`config.mk`:
```
export PLATFORM = sky130hd
export DESIGN_NAME = gero_ram
export DESIGN_NICKNAME = d
export VERILOG_FILES = /design/src/rtl/grayscale_erosion_nonflat_core_defines.svh /design/src/rtl/gero_ram.sv
export SDC_FILE = /design/constraint.sdc
export NUM_CORES = 1
export LEC_CHECK = 0
export BUFFER_PORTS_ARGS = -buffer_cell sky130_fd_sc_hd__buf_2
export CORE_UTILIZATION = 46
export CTS_CLUSTER_SIZE = 25
export DETAILED_ROUTE_END_ITERATION = 10
export PLACE_DENSITY = 0.63
export SYNTH_ARGS = -nofsm -noshare
export SYNTH_HDL_FRONTEND = slang
export SYNTH_SLANG_ARGS = --single-unit
export TNS_END_PERCENT = 30
```
`constraint.sdc`:
```
create_clock -name clk_i -period 3.67 [get_ports clk_i]
set_clock_uncertainty 0.15 [all_clocks]
set_input_delay 0.367 -clock clk_i [delete_from_list [all_inputs] [get_ports clk_i]]
set_output_delay 0.367 -clock clk_i [all_outputs]
set_load 0.01 [all_outputs]
```
`src/rtl/grayscale_erosion_nonflat_core_defines.svh`:
```
// Assertion macros shared by the erosion core RTL.
// Needs clk_i and rst_ni in the scope of each use.
`ifndef GRAYSCALE_EROSION_NONFLAT_CORE_DEFINES_SVH
`define GRAYSCALE_EROSION_NONFLAT_CORE_DEFINES_SVH

// Check a property on every rising clock edge outside reset.
`define GERO_ASSERT(lbl, prop, msg) \
  lbl: assert property (@(posedge clk_i) disable iff (!rst_ni) (prop)) else $error(msg);

// Check that an antecedent implies a consequent in the same cycle.
`define GERO_ASSERT_IMP(lbl, ante, cons, msg) \
  lbl: assert property (@(posedge clk_i) disable iff (!rst_ni) (ante) |-> (cons)) \
    else $error(msg);

`endif

```
`src/rtl/gero_ram.sv`:
```
// Generic simple dual-port RAM: one write port, one registered read port.
// No dependencies.
module gero_ram #(
  parameter int unsigned WIDTH = 8,
  parameter int unsigned DEPTH = 16,
  localparam int unsigned AW   = (DEPTH > 1) ? $clog2(DEPTH) : 1
) (
  input  logic             clk_i,
  input  logic             we_i,
  input  logic [AW-1:0]    waddr_i,
  input  logic [WIDTH-1:0] wdata_i,
  input  logic [AW-1:0]    raddr_i,
  output logic [WIDTH-1:0] rdata_o
);

  logic [WIDTH-1:0] mem_q [DEPTH];
  logic [WIDTH-1:0] rdata_q;

  always_ff @(posedge clk_i) begin
    if (we_i) begin
      mem_q[waddr_i] <= wdata_i;
    end
    rdata_q <= mem_q[raddr_i];
  end

  assign rdata_o = rdata_q;

endmodule

```
==> summary.txt, run 1 <==
Timing
  • Hold Fails Final Rpt: 0
  • Final Max Slew Viols: 0
  • Slack of the critical path: 1.69 ns
  • Relative slew slack: 38.4%
  • Fin Hold WS: 0.0877 ns
  • RSZ-0062 raised after global routing: false
  • Setup violators final: 0
  • Worst Tran Pin Value: 0.920 ns
  • Max Clk Rate: 0.504 GHz
  • Setup_tns: 0 ns
  • Period minus WS final: 1.98 ns
  • Period utilization: 54.0%

Job
  • Max Cap Violations: 0

Yosys
  • Synth top area share: 74.7%
  • Sequential-to-total area share from yosys stat: 77.8%
  • Flops & latches, synth: 136
  • Syn Inst Count: 229
  • Syn Std Cell Area: 5150 um^2
  • Leading post-synthesis cells by cell area: edfxtp_1 (75%), mux4_2 (7.9%), mux4_1 (7.1%), dfxtp_1 (3.1%), a22oi_1 (2.3%)
  • Top_reg_cell synth: edfxtp_1
  • Syn avg cell area: 22.5 um^2
  • Count of cell types in the netlist: 19
  • Post-synth top area cell: edfxtp_1
  • Syn nets: 247
  • Count leader, synth: edfxtp_1
  • Synthesis Warnings: 0
  • Post-synth ARST share: 0%
  • Post-synth EDFFs: 128
  • Commonest cells in the netlist: edfxtp_1 (128), mux4_2 (18), a22oi_1 (16), mux4_1 (14), nor2_1 (13)

Routing
  • DR iter-0 viols: 171
  • # DRC: 0
  • Routed WL: 9470 um
  • Via count: 2369
  • Wire per inst: 22.5 um
  • Iteration count of the initial detailed-routing pass: 6
  • Vias per Instance: 5.63
  • Antenna viol nets, final: 0

Placed design
  • DP Cell Count: 389
  • Placed Area: 5400 um^2
  • DP Worst Slack: 1.12 ns
  • DP Wirelength: 6050 um
  • Routability cong.: 0.763
  • I/O Buffers: 25

Clock network
  • Worst skew pair latency: 0.51 ns
  • Clock Sinks: 136
  • Root buffer cell: clkbuf_8
  • CTS max path bufs: 2
  • PostCTS Resize Cnt: 0
  • CTS buffer count: 17
  • H-tree Lvls: 4
  • Hold_buf cts: 0
  • CTS clk-pin slew, worst paths: 0.06 ns
  • TritonCTS clock tree: done
  • Post-CTS Setup Bufs: 0

Final layout
  • Util after Layout: 55.0%
  • Design area: 5990 um^2
  • Share of layout cells above drive strength 1: 28.5%
  • ANT cells: 0
  • Post-route insts no fill: 421
  • Synth-to-layout area growth: 16.4%
  • Final nets: 286

Setup path
  • CP delay by family, top: buffers and inverters
  • Worst-path maximum fanout: 19
  • CP max-delay cell: mux4_1
  • Critical-path cell list: buf_2 -> buf_4 -> mux4_1 -> a22oi_1 -> nand2_1
  • FF-to-FF End: rdata_o[1]$_DFF_P_
  • Buffers & Inverters on Critical Path: 2
  • CP Data Arrival Time: 2.22 ns
  • R2R depth: 3
  • CP Capture Type: flop
  • WS Path Type: in -> reg
  • R2R setup slack: 2.13 ns
  • Required @ worst endpoint: 3.91 ns
  • Slowest Stage Delay on Critical Path: 0.59 ns
  • Worst r2r src: mem_q[5][1]$_DFFE_PP_
  • Startpoint Class: primary input

Floorplanning
  • Initial Utilization: 47.3%
  • Die area: 11600 um^2
  • Top Ports: 26
  • Die X-Extent: 108 um
  • Row count: 38
  • Placeable core area: 10900 um^2
  • Die Y: 108 um

Hold path
  • Hold EP: mem_q[6][4]$_DFFE_PP_
  • Hold Crit Class: in -> reg
  • Worst Hold Depth: 1
  • Hold_sp: wdata_i[4]

Pwr
  • Total power: 3.57 mW
  • PwrDens: 596 nW/um^2
  • P_leak: 2.00 nW
  • Max VDD drop: 301 uV

Outcome
  • Status: finished clean

Global routing
  • Grt met3 use: 3.93%
  • GR Layer Usage met1: 25.0%
  • GRT Residual Overflow: 0
  • Initial antenna violation count: 0
  • Total track usage: 18.1%
  • Vias in the first global route: 2419
  • First-pass GRT wire length: 14400 um
  • Gr busiest metal: met2
  • Largest net degree at the start of global routing: 33
  • Met2 usage: 28.2%
## worst reg2reg max path, delay by kind of cell, from the launching register on
kind	cells	cell delay (ns)
AO/OA/AOI/OAI	1	0.26
AND/OR/NAND/NOR	1	0.11
flip-flops	1	0.37
multiplexers	1	0.53
## layout make-up
cell class	instances	area [um^2]
sequential	136	4000
timing repair buffer	30	163
tap	140	175
clock buffer	18	418
clock inverter	14	174
multi-input combinational	83	1060
fill	820	4900
## cell families after synthesis
family | count (synthesis) | synth area share, %
muxes | 32 | 15.0
AOI/OAI and AO/OA | 16 | 2.33
DFF | 136 | 77.8
and+or+nand+nor | 35 | 3.18
buffers and inverters | 10 | 1.68
## cell usage in the layout, fill, tap and decap left out, drive strengths merged
master    count
edfxtp      128
mux4         32
buf          30
clkbuf       18
a22oi        16
nor2         13
nand2         9
dfxtp         8
clkinv        5
nor3          4
clkinvlp      4
bufinv        3
nand3b        2
nand2b        2
inv           2
nor2b         1
and2          1
and2b         1
nand3         1
or3b          1
## report_power, final
group,switching (mW),internal (mW)
registers,0.0112,1.74
logic,0.0903,0.0631
clock network,0.631,1.04
## worst max-delay path by stage
stage,start,to,slack (ns),cells after the start
6_report,raddr_i[0],rdata_o[1]$_DFF_P_,1.69,5
5_1_grt,raddr_i[0],rdata_o[1]$_DFF_P_,1.56,5
4_1_cts,raddr_i[0],rdata_o[1]$_DFF_P_,1.67,5
3_5_place_dp,raddr_i[0],rdata_o[1]$_DFF_P_,1.12,5
3_3_place_gp,raddr_i[0],rdata_o[1]$_DFF_P_,1.16,5
2_1_floorplan,waddr_i[2],mem_q[0][0]$_DFFE_PP_,1.66,2
## sequential cells by signal (all words and copies together) (netlist names)
name     cells
mem_q      128
rdata_o      8
## per-layer routing
| metal | wire length [um] | vias to the layer above |
|---|---|---|
| met4 | 118 | 0 |
| met5 | 0 | - |
| met2 | 4670 | 76 |
| met3 | 434 | 9 |
| met1 | 4240 | 1228 |
| li1 | - | 1056 |
Note: power is estimated with default switching activity, not from simulation.
==> run 2: changes to the inputs <==
- clock period: 3.67 -> 1.95 ns (I/O delays scaled with it)
==> run 2 against run 1 <==
Net effect: register-to-register slack got worse by 1.7 ns; worst setup slack got worse by 1.3 ns; core utilization increased by 1.9 points; critical path type is now reg -> reg.
==> summary.txt, run 2 (synthesis results as in run 1) <==
Final layout
  • Util after Layout: 56.9%
  • Share of layout cells above drive strength 1: 30.6%
  • Commonest non-fill, non-tap cells in the layout: edfxtp_1 (128), buf_2 (25), buf_4 (21)
  • Number of fill cells: 796
  • Post-route insts no fill: 447
  • Multi-input logic area: 1060 um^2
  • Register area: 4000 um^2
  • Final nets: 312
  • Design area: 6190 um^2
  • Commonest non-fill, non-tap cell in the layout: edfxtp_1
  • Largest register FFs: 128
  • ANT cells: 0
  • Synth-to-layout area growth: 20.3%
  • Most flops, register: mem_q

Clock network
  • H-tree Lvls: 4
  • CTS buffer count: 17
  • CTS max path bufs: 2
  • Clock Sinks: 136
  • Hold_buf cts: 8
  • PostCTS Resize Cnt: 0
  • Post-CTS Setup Bufs: 0
  • CTS clk-pin slew, worst paths: 0.06 ns
  • TritonCTS clock tree: done
  • Worst skew pair latency: 0.51 ns
  • Root buffer cell: clkbuf_8

Timing
  • Hold Fails Final Rpt: 0
  • Slack of the critical path: 0.414 ns
  • Worst Tran Pin Value: 0.645 ns
  • Max Clk Rate: 0.651 GHz
  • Period minus WS final: 1.54 ns
  • Fin Hold WS: 0.0665 ns
  • Period utilization: 78.8%
  • RSZ-0062 raised after global routing: false
  • Final Max Slew Viols: 0
  • Setup violators final: 0
  • Relative slew slack: 56.8%
  • Setup_tns: 0 ns

Routing
  • Wire per inst: 21.2 um
  • Iteration count of the initial detailed-routing pass: 4
  • DR iter-0 viols: 132
  • Routed WL: 9480 um
  • Vias per Instance: 5.42
  • # DRC: 0
  • Antenna viol nets, final: 0
  • Via count: 2424

Job
  • Max Cap Violations: 0

Setup path
  • Worst-path maximum fanout: 1
  • Startpoint Class: flop
  • Critical-path cell list: mux4_1 -> a22oi_1 -> nand2_1
  • CP Capture Type: flop
  • CP Data Arrival Time: 1.78 ns
  • WS Path Type: reg -> reg
  • Slowest Stage Delay on Critical Path: 0.50 ns
  • CP max-delay cell: mux4_1
  • Required @ worst endpoint: 2.20 ns

Global routing
  • Largest net degree at the start of global routing: 33
  • First-pass GRT wire length: 14700 um
  • Initial antenna violation count: 0
  • Total track usage: 18.4%
  • Vias in the first global route: 2565
  • GRT Residual Overflow: 0

Floorplanning
  • Initial Utilization: 47.3%
  • Die Y: 108 um
  • Die area: 11600 um^2
  • Row count: 38
  • Placeable core area: 10900 um^2
  • Die X-Extent: 108 um
  • Top Ports: 26

Pwr
  • Max VDD drop: 490 uV
  • PwrDens: 1050 nW/um^2
  • P_leak: 2.13 nW
  • Total power: 6.48 mW

Placed design
  • DP Cell Count: 407
  • DP Worst Slack: 0.168 ns
  • I/O Buffers: 25
  • DP Wirelength: 6190 um
  • Routability cong.: 0.708
  • Placed Area: 5560 um^2

Hold path
  • Hold Crit Class: in -> reg

Outcome
  • Status: finished clean
[run 2: routing by layer]
| metal | track usage [%] | part of all wire (%) | routed length, um | up-vias |
|---|---|---|---|---|
| li1 | - | - | - | 1103 |
| met1 | 23.5 | 41 | 3930 | 1246 |
| met2 | 30.4 | 52 | 4960 | 61 |
| met3 | 4.48 | 4.8 | 452 | 14 |
| met4 | 7.14 | 1.5 | 140 | 0 |
| met5 | 0 | 0 | 0 | - |
[run 2: worst paths after layout]
kind / cells past startpoint / slack, ns / end / startpoint
worst max-delay path: 3 / 0.41 / rdata_o[1]$_DFF_P_ / mem_q[2][1]$_DFFE_PP_
worst min-delay path: 4 / 0.07 / rdata_o[5]$_DFF_P_ / raddr_i[2]
worst max register to register: 3 / 0.41 / rdata_o[1]$_DFF_P_ / mem_q[2][1]$_DFFE_PP_
worst min register to register: 3 / 0.52 / rdata_o[2]$_DFF_P_ / mem_q[11][2]$_DFFE_PP_
[run 2: critical path: cells and delay by family (launching register included)]
family             cells  cell delay (ns)
muxes                  1             0.50
DFF                    1             0.37
AOI/OAI and AO/OA      1             0.32
and+or+nand+nor        1             0.08
[run 2: power breakdown]
part           internal [mW]  total, mW  leakage, nW  switching [mW]
sequential              3.27       3.29         1.22          0.0172
combinational          0.146      0.322        0.634           0.176
clock                   1.83       2.87        0.276            1.04
[run 2: final cells by class]
type,instances,share of cell area (%)
Sequential cell,136,64.7
Multi-Input combinational cell,83,17.1
Clock buffer,30,8.77
Timing Repair Buffer,56,6.51
Tap cell,140,2.83
Clock inverter,2,0.162
==> run 3: changes to the inputs <==
- PLACE_DENSITY: 0.63 -> 0.65
- clock period: 1.95 -> 1.2 ns (I/O delays scaled with it)
==> run 3 against run 2 <==
Net effect: non-clock buffer count up 14; largest cell class unchanged; sequential power up 63%; the run now ends with setup timing left; hold slack worse by 0.0057 ns; largest power group unchanged; critical path type unchanged; core utilization up 3.3 points; design area up 5.9%; wire length up 1.0%.
==> summary.txt, run 3 (synthesis results as in run 1) <==
Placed design
  • Routability cong.: 0.695
  • DP Worst Slack: -0.512 ns
  • I/O Buffers: 25
  • DP Wirelength: 6150 um
  • Placed Area: 5790 um^2
  • DP Cell Count: 421

Routing
  • Wire per inst: 20.8 um
  • Via count: 2447
  • Vias per Instance: 5.32
  • Iteration count of the initial detailed-routing pass: 4
  • Routed WL: 9570 um
  • Antenna viol nets, final: 0
  • DR iter-0 viols: 208
  • # DRC: 0

Final layout
  • Post-route insts no fill: 460
  • Largest register FFs: 128
  • Multi-input logic area: 1110 um^2
  • ANT cells: 0
  • Design area: 6560 um^2
  • Register area: 4010 um^2
  • Synth-to-layout area growth: 27.3%
  • Final nets: 326
  • Commonest non-fill, non-tap cells in the layout: edfxtp_1 (128), mux4_2 (29), buf_4 (26)
  • Most flops, register: mem_q
  • Number of fill cells: 772
  • Share of layout cells above drive strength 1: 45.0%
  • Commonest non-fill, non-tap cell in the layout: edfxtp_1

Setup path
  • CP Capture Type: flop
  • Startpoint Class: flop
  • Worst-path maximum fanout: 1
  • R2R setup slack: -0.24 ns
  • Required @ worst endpoint: 1.43 ns
  • CP Data Arrival Time: 1.67 ns
  • WS Path Type: reg -> reg

Timing
  • Period minus WS final: 1.44 ns
  • Max Clk Rate: 0.694 GHz
  • Fin Hold WS: 0.0608 ns
  • Period utilization: 120%
  • RSZ-0062 raised after global routing: true
  • Relative slew slack: 32.7%
  • Slack of the critical path: -0.241 ns
  • Setup_tns: -1.59 ns
  • Worst Tran Pin Value: 1.01 ns
  • Hold Fails Final Rpt: 0
  • Setup violators final: 14
  • Final Max Slew Viols: 0

Outcome
  • Status: finished with violations
  • Failing checks: setup timing

Clock network
  • CTS clk-pin slew, worst paths: 0.06 ns
  • Worst skew pair latency: 0.51 ns
  • CTS max path bufs: 2
  • CTS buffer count: 17
  • Post-CTS Setup Bufs: 0
  • TritonCTS clock tree: done
  • Clock Sinks: 136
  • Root buffer cell: clkbuf_8
  • H-tree Lvls: 4

Global routing
  • First-pass GRT wire length: 14800 um
  • Total track usage: 18.8%
  • Vias in the first global route: 2597
  • GRT Residual Overflow: 0
  • Initial antenna violation count: 0
  • Largest net degree at the start of global routing: 17

Hold path
  • Hold Crit Class: in -> reg

Floorplanning
  • Top Ports: 26
  • Die Y: 108 um
  • Row count: 38
  • Die area: 11600 um^2
  • Die X-Extent: 108 um
  • Initial Utilization: 47.3%
  • Placeable core area: 10900 um^2

Pwr
  • Max VDD drop: 1000 uV
  • P_leak: 2.23 nW
  • PwrDens: 1710 nW/um^2

Job
  • Max Cap Violations: 0
-- run 3: critical path, cell delays in order (launching register included) --
cell and delay [ns]:
edfxtp_1 0.37, mux4_2 0.48, a22oi_2 0.22, nand2_1 0.09
-- run 3: cell type report --
class,count,share of cell area [%]
sequential,136,61.2
multi-input combinational,83,16.9
timing repair buffer,70,10.0
clock buffer,19,6.43
clock inverter,12,2.71
tap,140,2.67
-- run 3: metrics by stage --
stage	power [mW]	utilization, %
after floorplan	5.73	-
after global placement	6.02	53.1
after detailed placement	6.03	53.1
after CTS	11.2	60.0
after global routing	11.5	60.2
final	11.2	60.2
-- run 3: metal layers --
layer	GRT usage, %	vias up	part of all wire (%)
li1	-	1120	-
met1	25.1	1260	43
met2	30.4	63	52
met3	4.06	4	4.5
met4	7.14	0	0.68
met5	0	-	0
-- run 3: power breakdown --
part	leakage (nW)	switching, mW	internal, mW
registers	1.22	0.0420	5.32
clock network	0.292	1.82	3.36
logic	0.713	0.313	0.335
-- run 3: final timing paths --
check,startpoint,cells past startpoint,to
worst max register to register,mem_q[2][4]$_DFFE_PP_,3,rdata_o[4]$_DFF_P_
worst min register to register,mem_q[7][2]$_DFFE_PP_,3,rdata_o[2]$_DFF_P_
worst max-delay path,mem_q[2][4]$_DFFE_PP_,3,rdata_o[4]$_DFF_P_
worst min-delay path,waddr_i[0],4,mem_q[0][4]$_DFFE_PP_
-- run 3: what timing repair did --
item	CTS	global route
pin swaps	5	4
hold endpoints to repair	128	0
gates resized for setup	19	6
hold buffers	8	0
endpoints found under the setup margin	16	16
